===== src/sv/sswd_pkg.sv =====
// Package for the sampled SPI word decoder.
// Holds configuration, sample and result types plus register index codes.
// No dependencies.
package sswd_pkg;

    localparam int CFG_DATA_W = 4;
    localparam int CFG_IDX_W  = 3;

    typedef enum logic [CFG_IDX_W-1:0] {
        CFG_SELECT_ACTIVE_LEVEL = 3'd0,
        CFG_CLOCK_IDLE_LEVEL    = 3'd1,
        CFG_CLOCK_PHASE         = 3'd2,
        CFG_LSB_FIRST           = 3'd3,
        CFG_WORD_BITS           = 3'd4
    } t_cfg_idx;

    localparam logic [3:0] WORD_BITS_RESET = 4'd8;
    localparam logic [2:0] BIT_POS_LAST    = 3'd7;

    typedef struct packed {
        logic       select_active_level;
        logic       clock_idle_level;
        logic       clock_phase;
        logic       lsb_first;
        logic [3:0] word_bits;
    } t_cfg;

    typedef struct packed {
        logic select_line;
        logic clock_line;
        logic data_a_line;
        logic data_b_line;
    } t_sample;

    typedef struct packed {
        logic [7:0] word_a;
        logic [7:0] word_b;
        logic       word_complete;
    } t_result;

endpackage


===== src/sv/spi_sampled_word_decoder.sv =====
// Top level of the sampled SPI word decoder: config registers, sample
// input register, result register. Depends on sswd_pkg and sswd_core.
//
//   channel   signals                                 direction
//   sample    i_in_valid / o_in_ready, 4 line levels  in
//   word      o_out_valid / i_out_ready, a, b, flag   out
//   config    i_cfg_we, i_cfg_index, i_cfg_data       in
//
// One sample per clock unless stalled; an accepted sample sits in the input
// register; its word, if any, shows on the outputs when the sample advances.
// Reset clears config to defaults and empties both registers.
// A stalled word blocks only samples that would produce another word.
module spi_sampled_word_decoder
    import sswd_pkg::*;
(
    input  logic                  i_clk,
    input  logic                  i_rst_n,
    input  logic                  i_cfg_we,
    input  logic [CFG_IDX_W-1:0]  i_cfg_index,
    input  logic [CFG_DATA_W-1:0] i_cfg_data,
    input  logic                  i_in_valid,
    output logic                  o_in_ready,
    input  logic                  i_select_line,
    input  logic                  i_clock_line,
    input  logic                  i_data_a_line,
    input  logic                  i_data_b_line,
    output logic                  o_out_valid,
    input  logic                  i_out_ready,
    output logic [7:0]            o_word_a,
    output logic [7:0]            o_word_b,
    output logic                  o_word_complete
);

    t_cfg    r_cfg;
    logic    r_in_valid;
    t_sample r_in_sample;
    logic    r_out_valid;
    t_result r_out;

    logic    w_advance;
    logic    w_res_valid;
    t_result w_res;

    always_ff @(posedge i_clk) begin
        if (!i_rst_n) begin
            r_cfg <= '{select_active_level: 1'b0, clock_idle_level: 1'b0,
                       clock_phase: 1'b0, lsb_first: 1'b0,
                       word_bits: WORD_BITS_RESET};
        end else if (i_cfg_we) begin
            unique case (i_cfg_index)
                CFG_SELECT_ACTIVE_LEVEL: r_cfg.select_active_level <= i_cfg_data[0];
                CFG_CLOCK_IDLE_LEVEL:    r_cfg.clock_idle_level    <= i_cfg_data[0];
                CFG_CLOCK_PHASE:         r_cfg.clock_phase         <= i_cfg_data[0];
                CFG_LSB_FIRST:           r_cfg.lsb_first           <= i_cfg_data[0];
                CFG_WORD_BITS:           r_cfg.word_bits           <= i_cfg_data;
                default: ;
            endcase
        end
    end

    // advance unless the sample yields a word and the result slot stays full
    assign w_advance  = r_in_valid && (!w_res_valid || !r_out_valid || i_out_ready);
    assign o_in_ready = !r_in_valid || w_advance;

    always_ff @(posedge i_clk) begin
        if (!i_rst_n) begin
            r_in_valid <= 1'b0;
        end else if (o_in_ready) begin
            r_in_valid <= i_in_valid;
        end
    end

    always_ff @(posedge i_clk) begin
        if (o_in_ready && i_in_valid) begin
            r_in_sample <= '{select_line: i_select_line, clock_line: i_clock_line,
                             data_a_line: i_data_a_line, data_b_line: i_data_b_line};
        end
    end

    sswd_core u_core (
        .i_clk      (i_clk),
        .i_rst_n    (i_rst_n),
        .i_cfg      (r_cfg),
        .i_sample   (r_in_sample),
        .i_advance  (w_advance),
        .o_res_valid(w_res_valid),
        .o_res      (w_res)
    );

    always_ff @(posedge i_clk) begin
        if (!i_rst_n) begin
            r_out_valid <= 1'b0;
        end else if (w_advance && w_res_valid) begin
            r_out_valid <= 1'b1;
        end else if (i_out_ready) begin
            r_out_valid <= 1'b0;
        end
    end

    always_ff @(posedge i_clk) begin
        if (w_advance && w_res_valid) begin
            r_out <= w_res;
        end
    end

    assign o_out_valid     = r_out_valid;
    assign o_word_a        = r_out.word_a;
    assign o_word_b        = r_out.word_b;
    assign o_word_complete = r_out.word_complete;

endmodule


===== src/sv/sswd_core.sv =====
// Decoder core: word state registers and the per-sample next-state logic.
// Depends on sswd_pkg.
module sswd_core
    import sswd_pkg::*;
(
    input  logic    i_clk,
    input  logic    i_rst_n,
    input  t_cfg    i_cfg,
    input  t_sample i_sample,
    input  logic    i_advance,
    output logic    o_res_valid,
    output t_result o_res
);

    logic       r_word_active;
    logic       r_prev_clock;
    logic [4:0] r_edge_count;
    logic [2:0] r_bit_pos;
    logic [7:0] r_shift_a;
    logic [7:0] r_shift_b;

    logic       n_word_active;
    logic [4:0] n_edge_count;
    logic [2:0] n_bit_pos;
    logic [7:0] n_shift_a;
    logic [7:0] n_shift_b;

    logic       w_start;
    logic       w_edge;
    logic       w_leading;
    logic       w_capture;
    logic [2:0] w_pos;
    logic [7:0] w_cap_a;
    logic [7:0] w_cap_b;
    logic [4:0] w_cnt_inc;
    logic [4:0] w_cnt_limit;

    always_comb begin
        w_start     = !r_word_active && (r_prev_clock == i_cfg.clock_idle_level)
                      && (i_sample.clock_line != i_cfg.clock_idle_level);
        w_edge      = w_start || (r_word_active && (i_sample.clock_line != r_prev_clock));
        w_leading   = i_sample.clock_line != i_cfg.clock_idle_level;
        w_capture   = i_cfg.clock_phase ? !w_leading : w_leading;
        w_pos       = i_cfg.lsb_first ? r_bit_pos : (BIT_POS_LAST - r_bit_pos);
        w_cap_a     = r_shift_a | (8'(i_sample.data_a_line) << w_pos);
        w_cap_b     = r_shift_b | (8'(i_sample.data_b_line) << w_pos);
        w_cnt_inc   = r_edge_count + 5'd1;
        w_cnt_limit = {i_cfg.word_bits, 1'b0};

        n_word_active = r_word_active;
        n_edge_count  = r_edge_count;
        n_bit_pos     = r_bit_pos;
        n_shift_a     = r_shift_a;
        n_shift_b     = r_shift_b;
        o_res_valid   = 1'b0;
        o_res         = '{word_a: r_shift_a, word_b: r_shift_b, word_complete: 1'b0};

        if (i_sample.select_line == i_cfg.select_active_level) begin
            if (w_edge) begin
                n_word_active = 1'b1;
                if (w_capture) begin
                    n_shift_a = w_cap_a;
                    n_shift_b = w_cap_b;
                    if (r_bit_pos != BIT_POS_LAST) begin
                        n_bit_pos = r_bit_pos + 3'd1;
                    end
                end
                n_edge_count = w_cnt_inc;
                if (w_cnt_inc >= w_cnt_limit) begin
                    o_res_valid   = 1'b1;
                    o_res         = '{word_a: n_shift_a, word_b: n_shift_b,
                                      word_complete: 1'b1};
                    n_word_active = 1'b0;
                    n_edge_count  = '0;
                    n_bit_pos     = '0;
                    n_shift_a     = '0;
                    n_shift_b     = '0;
                end
            end
        end else begin
            o_res_valid   = r_word_active;
            n_word_active = 1'b0;
            n_edge_count  = '0;
            n_bit_pos     = '0;
            n_shift_a     = '0;
            n_shift_b     = '0;
        end
    end

    always_ff @(posedge i_clk) begin
        if (!i_rst_n) begin
            r_word_active <= 1'b0;
            r_prev_clock  <= 1'b0;
            r_edge_count  <= '0;
            r_bit_pos     <= '0;
            r_shift_a     <= '0;
            r_shift_b     <= '0;
        end else if (i_advance) begin
            r_word_active <= n_word_active;
            r_prev_clock  <= i_sample.clock_line;
            r_edge_count  <= n_edge_count;
            r_bit_pos     <= n_bit_pos;
            r_shift_a     <= n_shift_a;
            r_shift_b     <= n_shift_b;
        end
    end

endmodule

===== config.mk =====
export PLATFORM = sky130hd
export DESIGN_NAME = spi_sampled_word_decoder
export DESIGN_NICKNAME = d
export VERILOG_FILES = /design/src/sv/sswd_pkg.sv /design/src/sv/spi_sampled_word_decoder.sv /design/src/sv/sswd_core.sv
export SDC_FILE = /design/constraint.sdc
export NUM_CORES = 1
export LEC_CHECK = 0
export ABC_AREA = 0
export BUFFER_PORTS_ARGS = -buffer_cell sky130_fd_sc_hd__buf_2
export CAP_MARGIN = 25
export CORE_UTILIZATION = 50
export CTS_CLUSTER_DIAMETER = 150
export DETAILED_ROUTE_END_ITERATION = 10
export GPL_ROUTABILITY_DRIVEN = 0
export PLACE_DENSITY = 0.72
export SYNTH_ARGS = -nofsm -noshare
export SYNTH_HDL_FRONTEND = slang
export SYNTH_SLANG_ARGS = --single-unit

===== constraint.sdc =====
create_clock -name i_clk -period 7.1 [get_ports i_clk]
set_input_delay 2.13 -clock i_clk [delete_from_list [all_inputs] [get_ports i_clk]]
set_output_delay 2.13 -clock i_clk [all_outputs]
set_load 0.05 [all_outputs]

==> results of run 1 <==
## through the flow
step / utilization (%) / std cells / hold WS, ns
5_1_grt: 61.4 / 357 / 0.483
6_report: 61.4 / 357 / 0.471
2_1_floorplan: - / 247 / 0.431
3_3_place_gp: 57.4 / 340 / 0.443
3_5_place_dp: 57.6 / 341 / 0.459
4_1_cts: 61.4 / 357 / 0.473
## placed cells by master, fill, tap and decap left out, types with 4 or more instances in the layout
cell / instances
sky130_fd_sc_hd__dfxtp_1: 36
sky130_fd_sc_hd__buf_2: 34
sky130_fd_sc_hd__nor2_1: 23
sky130_fd_sc_hd__nand2_1: 21
sky130_fd_sc_hd__edfxtp_1: 21
sky130_fd_sc_hd__a31oi_1: 17
sky130_fd_sc_hd__nor2b_1: 12
sky130_fd_sc_hd__o21bai_1: 12
sky130_fd_sc_hd__mux2i_1: 10
sky130_fd_sc_hd__clkbuf_8: 9
sky130_fd_sc_hd__nand3_1: 7
sky130_fd_sc_hd__ha_1: 7
sky130_fd_sc_hd__inv_1: 6
sky130_fd_sc_hd__a21o_1: 6
sky130_fd_sc_hd__xnor2_1: 5
sky130_fd_sc_hd__a21oi_1: 4
sky130_fd_sc_hd__nand2b_1: 4
## cell families (layout without fill, tap and decap cells)
family / after synthesis / after routing
muxes: 10 / 10
adders and majority gates: 7 / 7
AOI/OAI and AO/OA: 62 / 62
DFF: 57 / 57
buffers and inverters: 15 / 58
xor gates and xnor gates: 10 / 10
and+or+nand+nor: 86 / 86
## area by class of cell
| type | count | share of cell area [%] |
|---|---|---|
| flip-flops and latches | 57 | 45.1 |
| multi-input cells | 175 | 38.9 |
| well taps | 67 | 2.80 |
| clock inverters | 7 | 2.05 |
| clock buffers | 9 | 4.13 |
| repair buffers | 36 | 6.30 |
| inverters | 6 | 0.752 |
## worst max-delay path by stage
stage                                 from          to  slack, ns  depth (start not counted)
finish                         i_out_ready  o_in_ready       2.11                          5
global route        u_core.r_edge_count[0]  o_in_ready       1.83                         11
CTS                 u_core.r_edge_count[0]  o_in_ready       2.07                         11
detailed placement             i_out_ready  o_in_ready       2.11                          5
global placement               i_out_ready  o_in_ready       2.11                          5
floorplan                      i_out_ready  o_in_ready       2.31                          3
## critical path, stage by stage
cell and delay, ns:
sky130_fd_sc_hd__buf_2 0.10, sky130_fd_sc_hd__nand2b_1 0.15, sky130_fd_sc_hd__nor2_1 0.21, sky130_fd_sc_hd__inv_1 0.06, sky130_fd_sc_hd__buf_2 0.21
## per-layer routing
layer	track usage (%)	part of all wire [%]
met4	7.97	1.5
met2	32.1	45
met3	7.99	4.5
met5	0	0
met1	24.2	49
## flip-flops by register name, indices dropped and copies added (netlist names)
register	count
u_core.r_bit_pos	3
u_core.r_shift_b	8
o_out_valid	1
u_core.r_shift_a	8
o_word_b	8
u_core.r_word_active	1
o_word_a	8
r_in_valid	1
r_cfg	8
r_in_sample	4
u_core.r_prev_clock	1
o_word_complete	1
u_core.r_edge_count	5
## power by group
| part | leakage, uW | internal [uW] | switching, uW | total (uW) |
|---|---|---|---|---|
| clock network | 0.0000978 | 158 | 124 | 282 |
| registers | 0.000505 | 343 | 5.07 | 348 |
| logic | 0.000644 | 17.2 | 26.7 | 43.9 |
==> summary.txt, run 1 <==
Synthesis
  • Share of async-settable or async-resettable flops after synthesis: 0%
  • Netlist area before placement: 2610 um2
  • Area share of the largest cell type after synthesis: 27.6%
  • Sequential area share after synthesis: 51.7%
  • Most common flop cell mapped by yosys: sky130_fd_sc_hd__dfxtp_1
  • Combinational family with the most area after synthesis: simple AND/OR/NAND/NOR gates
  • Post-Synthesis Mean Instance Area: 10.6 um2
  • Leading post-synthesis cells by cell area: sky130_fd_sc_hd__dfxtp_1 (28%), sky130_fd_sc_hd__edfxtp_1 (24%), sky130_fd_sc_hd__a31oi_1 (4.1%)
  • Area share of and/or/nand/nor cells after synthesis: 16.8%
  • Number of flops mapped to enable cells by yosys: 21
  • Flop and latch count out of synthesis: 57
  • Post-synthesis share of cell area spent on full adders, half adders and majority gates: 3.35%
  • Post-synthesis compound-gate area fraction: 16.7%
  • Net Count, Synth: 270
  • Parity-gate share of the synthesized area counting xor and xnor cells: 3.93%
  • Commonest cells in the synthesized netlist: sky130_fd_sc_hd__dfxtp_1 (36), sky130_fd_sc_hd__nor2_1 (23), sky130_fd_sc_hd__edfxtp_1 (21), sky130_fd_sc_hd__nand2_1 (21), sky130_fd_sc_hd__a31oi_1 (17)
  • Post-synthesis mux area share: 3.83%
  • Cells after Synth: 247
  • Yosys Warn Count: 0
  • Most area-hungry cell type in the Yosys netlist: sky130_fd_sc_hd__dfxtp_1
  • Top-count cell post-synth: sky130_fd_sc_hd__dfxtp_1
  • Count of different cell masters after synthesis: 48

Cells and area
  • Area of all placed cells without fillers: 3000 um2
  • Area of the multi-input gates: 1160 um2
  • Fillcell total: 428
  • Number of antenna diodes: 0
  • Syn-to-layout area delta: 14.8%
  • Number of nets in the finished design: 308
  • Share of post-route cells with drive strength above 1: 22.8%
  • FF/Latch Area: 1350 um2

Worst setup path
  • Required time of the critical path: 4.97 ns
  • RR Endpoint: u_core.r_shift_b[5]
  • Crit path kind: in -> out
  • Start of the worst register-to-register path: u_core.r_edge_count[0]
  • R2r worst-path depth: 11
  • Critical path arrival: 2.86 ns
  • Reg2Reg Setup Slack: 4.23 ns
  • Critical path capture point type: output pin
  • Maximum fanout along the worst path: 3
  • Setup crit start kind: input port

Global routing
  • Global-route wire length before repair: 8.07 mm
  • Via count of the first global-routing pass: 1795
  • Initial antenna violation count: 0
  • Leftover overflow at the end of global routing: 0
  • Pin count of the biggest net entering global routing: 26
  • Gr usage total: 20.1%

Clocking
  • Clock Latency Late Sink: 0.34 ns
  • Maximum clock insertion buffer count: 2
  • Root Buffer: sky130_fd_sc_hd__clkbuf_8
  • Number of buffers added for setup after CTS: 0
  • H-tree Lvls: 3
  • Total CTS buffers: 9
  • Number of clock sinks seen by CTS: 57
  • CTS tree: yes
  • Hold-fix buffers, CTS: 0
  • Clock Pin Slew Worst Setup and Hold Paths: 0.06 ns
  • Post-CTS sizing: 0

Die
  • Die area: 5520 um2
  • Row cnt: 25
  • Count of pins on the block boundary: 35
  • Starting utilization of the core area: 53.5%
  • Floorplan Core Area: 4880 um2
  • Vertical die dimension: 74.3 um
  • Width of the die: 74.3 um

Worst hold path
  • Class of the worst hold path: reg -> reg
  • Endpoint, Worst Hold: u_core.r_shift_a[4]
  • Origin of the worst min-delay path: u_core.r_shift_a[4]
  • Worst Hold Path Cells: 2

Routing
  • Detailed-route wire length: 4.78 mm
  • Remaining design rule violation count: 0
  • Antenna viol nets, final: 0
  • Number of detailed-route iterations in the first pass: 4
  • Vias after detailed routing: 1870
  • Number of DRC markers after the initial detailed-route iteration: 92
  • Mean routed wirelength per cell: 13.4 um
  • Average vias per placed instance: 5.24

Pwr
  • Power per cell area: 225 nW/um2
  • Total power draw: 673 uW
  • VDD IR-drop max: 0.120 mV
  • Static leakage: 0.00125 uW

Timing
  • Worst-Margin Slew: 0.630 ns
  • Clock period minus worst slack: 4.99 ns
  • RSZ-0062 raised after global routing: no
  • Max Slew Vio Count: 0
  • Setup Viol. Count Final: 0
  • Hold Vio Cnt, Final: 0
  • Final setup margin: 2.11 ns
  • Total negative slack: 0 ns
  • Period Utilization, post-route: 70.2%
  • Fin Clk Skew: 0.00736 ns
  • Maximum achievable frequency: 0.201 GHz
  • Normalized max-slew margin: 57.7%

Place
  • Detailed Place HPWL: 3.42 mm
  • Post-place instance area: 2810 um2
  • Count of input and output buffers: 34
  • Post-Place Worst Slack: 2.11 ns

Outcome
  • Status: finished, final reports clean

Run
  • Max-cap check violation count: 0
No activity file was read; power rests on OpenSTA's default activity.
==> inputs of run 2 (changes only) <==
PLACE_DENSITY = 0.75   (was 0.72)
clock period = 4.4 ns   (was 7.1 ns; I/O delays follow)
==> run 2 against run 1 <==
  * Combinational power is 59% higher
  * Final area rose by 1.2%
  * Final cell count is the same
  * Largest cell class unchanged
  * Register-to-register slack lost 2.4 ns
  * Utilization up 0.74 points
  * Sequential share of layout area shrank 0.54 points
  * Global-route usage down 0.83 points
  * Sequential power up 61%
  * Clock skew down 0.00058 ns
  * Power up 72%
  * Count of clock-buffer cells in the layout unchanged
  * Non-clock buffer count stayed put
==> summary.txt, run 2 (synthesis gave the netlist of run 1 again) <==
Outcome
  • Status: finished, final reports clean

Worst setup path
  • Cell mode on critical path: sky130_fd_sc_hd__ha_1
  • Critical path startpoint: u_core.r_edge_count[0]
  • Maximum fanout along the worst path: 7 (+4)
  • Critical path endpoint: o_in_ready
  • Critical path arrival: 2.71 ns (-0.15 ns)
  • Critical path capture point type: output pin
  • Number of cells on the critical path: 11 (+6)
  • Crit path kind: reg -> out
  • Reg2Reg Setup Slack: 1.79 ns (-2.44 ns)
  • Cell type group with the largest total delay on the critical path: compound AO/OA/AOI/OAI gates
  • Chain of cells forming the critical path: ha_1 > nand3_1 > xnor2_1 > ha_1 > o211ai_1 > a31o_2 > a21oi_4 > o21ai_1 > nor2_1 > inv_1 > buf_2
  • Required time of the critical path: 3.08 ns (-1.89 ns)
  • Start of the worst register-to-register path: u_core.r_edge_count[0]
  • Worst stage delay on the critical path: 0.40 ns (+0.19 ns)
  • R2r worst-path depth: 10 (-1)
  • RR Endpoint: o_word_a[5]
  • Buffers plus inverters on the worst setup path: 2 (-1)
  • Setup crit start kind: register
  • CP max-delay cell: sky130_fd_sc_hd__dfxtp_1

Global routing
  • Initial antenna violation count: 0 (unchanged)
  • Via count of the first global-routing pass: 1715 (-4.5%)
  • Global-route wire length before repair: 7.73 mm (-4.2%)
  • Pin count of the biggest net entering global routing: 26 (unchanged)
  • Leftover overflow at the end of global routing: 0 (unchanged)
  • Gr usage total: 19.2% (-0.83 points)

Cells and area
  • Number of nets in the finished design: 308 (unchanged)
  • Fillcell total: 407 (-4.9%)
  • Syn-to-layout area delta: 16.1%
  • Utilization of the core after routing: 62.2% (+0.74 points)
  • Most common library cell in the layout ignoring fill and taps: sky130_fd_sc_hd__dfxtp_1
  • Commonest cells after routing, fill and taps aside: sky130_fd_sc_hd__dfxtp_1 (36), sky130_fd_sc_hd__buf_2 (34), sky130_fd_sc_hd__nor2_1 (23)
  • Number of antenna diodes: 0 (unchanged)
  • Share of post-route cells with drive strength above 1: 23.4% (+0.69 points)

Timing
  • Setup Viol. Count Final: 0 (unchanged)
  • Total negative slack: 0 ns (unchanged)
  • Post-route worst hold slack: 0.466 ns (-0.00485 ns)
  • Clock period minus worst slack: 4.03 ns
  • Hold Vio Cnt, Final: 0 (unchanged)
  • Max Slew Vio Count: 0 (unchanged)
  • Maximum achievable frequency: 0.248 GHz
  • Worst-Margin Slew: 0.604 ns (-0.0255 ns)
  • RSZ-0062 raised after global routing: no
  • Period Utilization, post-route: 91.6%
  • Fin Clk Skew: 0.00678 ns (-0.000583 ns)
  • Normalized max-slew margin: 59.3% (+1.6 points)

Clocking
  • Clock Latency Late Sink: 0.33 ns (about the same)
  • Root Buffer: sky130_fd_sc_hd__clkbuf_8
  • CTS tree: yes
  • Hold-fix buffers, CTS: 0 (unchanged)
  • H-tree Lvls: 3 (unchanged)
  • Number of buffers added for setup after CTS: 0 (unchanged)
  • Clock Pin Slew Worst Setup and Hold Paths: 0.06 ns (about the same)
  • Post-CTS sizing: 0 (unchanged)
  • Number of clock sinks seen by CTS: 57 (unchanged)
  • Maximum clock insertion buffer count: 2 (unchanged)
  • Total CTS buffers: 9 (unchanged)

Routing
  • Number of DRC markers after the initial detailed-route iteration: 116 (+26%)
  • Average vias per placed instance: 5.21 (-0.48%)
  • Antenna viol nets, final: 0 (unchanged)
  • Mean routed wirelength per cell: 13.0 um (-3.1%)
  • Vias after detailed routing: 1861 (-0.48%)
  • Number of detailed-route iterations in the first pass: 4 (unchanged)
  • Remaining design rule violation count: 0 (unchanged)
  • Detailed-route wire length: 4.63 mm (-3.1%)

Place
  • Count of input and output buffers: 34 (unchanged)
  • Detailed Place HPWL: 3.38 mm (-0.91%)

Die
  • Starting utilization of the core area: 53.5% (unchanged)
  • Floorplan Core Area: 4880 um2 (unchanged)
  • Vertical die dimension: 74.3 um (unchanged)
  • Count of pins on the block boundary: 35 (unchanged)
  • Width of the die: 74.3 um (unchanged)
  • Die area: 5520 um2 (unchanged)
  • Row cnt: 25 (unchanged)

Pwr
  • Power per cell area: 381 nW/um2 (+70%)
  • VDD IR-drop max: 0.430 mV (+260%)
  • Static leakage: 0.00125 uW (+0.55%)

Run
  • Max-cap check violation count: 0 (unchanged)

Worst hold path
  • Class of the worst hold path: reg -> reg
run 2: worst min path at each step:
stage / from / end / cells after the start / slack, ns
floorplan: u_core.r_shift_a[0] / u_core.r_shift_a[0] / 2 / 0.43
global placement: u_core.r_shift_a[6] / u_core.r_shift_a[6] / 2 / 0.44
detailed placement: u_core.r_shift_a[6] / u_core.r_shift_a[6] / 2 / 0.45
CTS: u_core.r_shift_a[6] / u_core.r_shift_a[6] / 2 / 0.47
global route: u_core.r_shift_b[3] / u_core.r_shift_b[3] / 2 / 0.49
finish: u_core.r_shift_b[0] / u_core.r_shift_b[0] / 2 / 0.47
run 2: per-layer routing:
| metal | up-vias | part of all wire, % | GRT usage, % |
|---|---|---|---|
| met5 | - | 0 | 0 |
| met4 | 0 | 0.69 | 7.13 |
| met3 | 2 | 3.8 | 7.72 |
| met2 | 35 | 46 | 29.6 |
| met1 | 861 | 49 | 24.4 |
| li1 | 963 | - | - |
run 2: worst reg2reg max path: cells and delay by family, from the launching register on:
family / cells / cell delay [ns]
xor+xnor: 1 / 0.15
compound gates: 4 / 0.72
simple gates: 2 / 0.22
fa+ha+maj: 2 / 0.55
buf+inv: 1 / 0.25
flops: 1 / 0.40
run 2: through the flow:
| step | worst slack, ns | instance area [um2] | std cells | power, uW |
|---|---|---|---|---|
| 6_report | 0.371 | 3030 | 357 | 1160 |
| 5_1_grt | 0.0940 | 3030 | 357 | 1200 |
| 4_1_cts | 0.270 | 3030 | 357 | 1170 |
| 3_5_place_dp | 0.639 | 2810 | 341 | 641 |
| 3_3_place_gp | 0.686 | 2810 | 341 | 640 |
| 2_1_floorplan | 0.887 | 2610 | 247 | 623 |
run 2: cell type report:
cell class / count / area, um2 / share of cell area (%)
inverter: 6 / 22.5 / 0.743
timing repair buffer: 36 / 185 / 6.11
tap: 67 / 83.8 / 2.76
sequential: 57 / 1350 / 44.6
multi-input combinational: 175 / 1170 / 38.7
clock buffer: 9 / 124 / 4.08
clock inverter: 7 / 93.8 / 3.09
run 2: where the power goes:
| group | total (uW) | switching [uW] | internal (uW) |
|---|---|---|---|
| Combinational | 69.7 | 42.3 | 27.4 |
| Clock | 525 | 207 | 318 |
| Sequential | 561 | 8.58 | 553 |
| Total | 1160 | 258 | 898 |
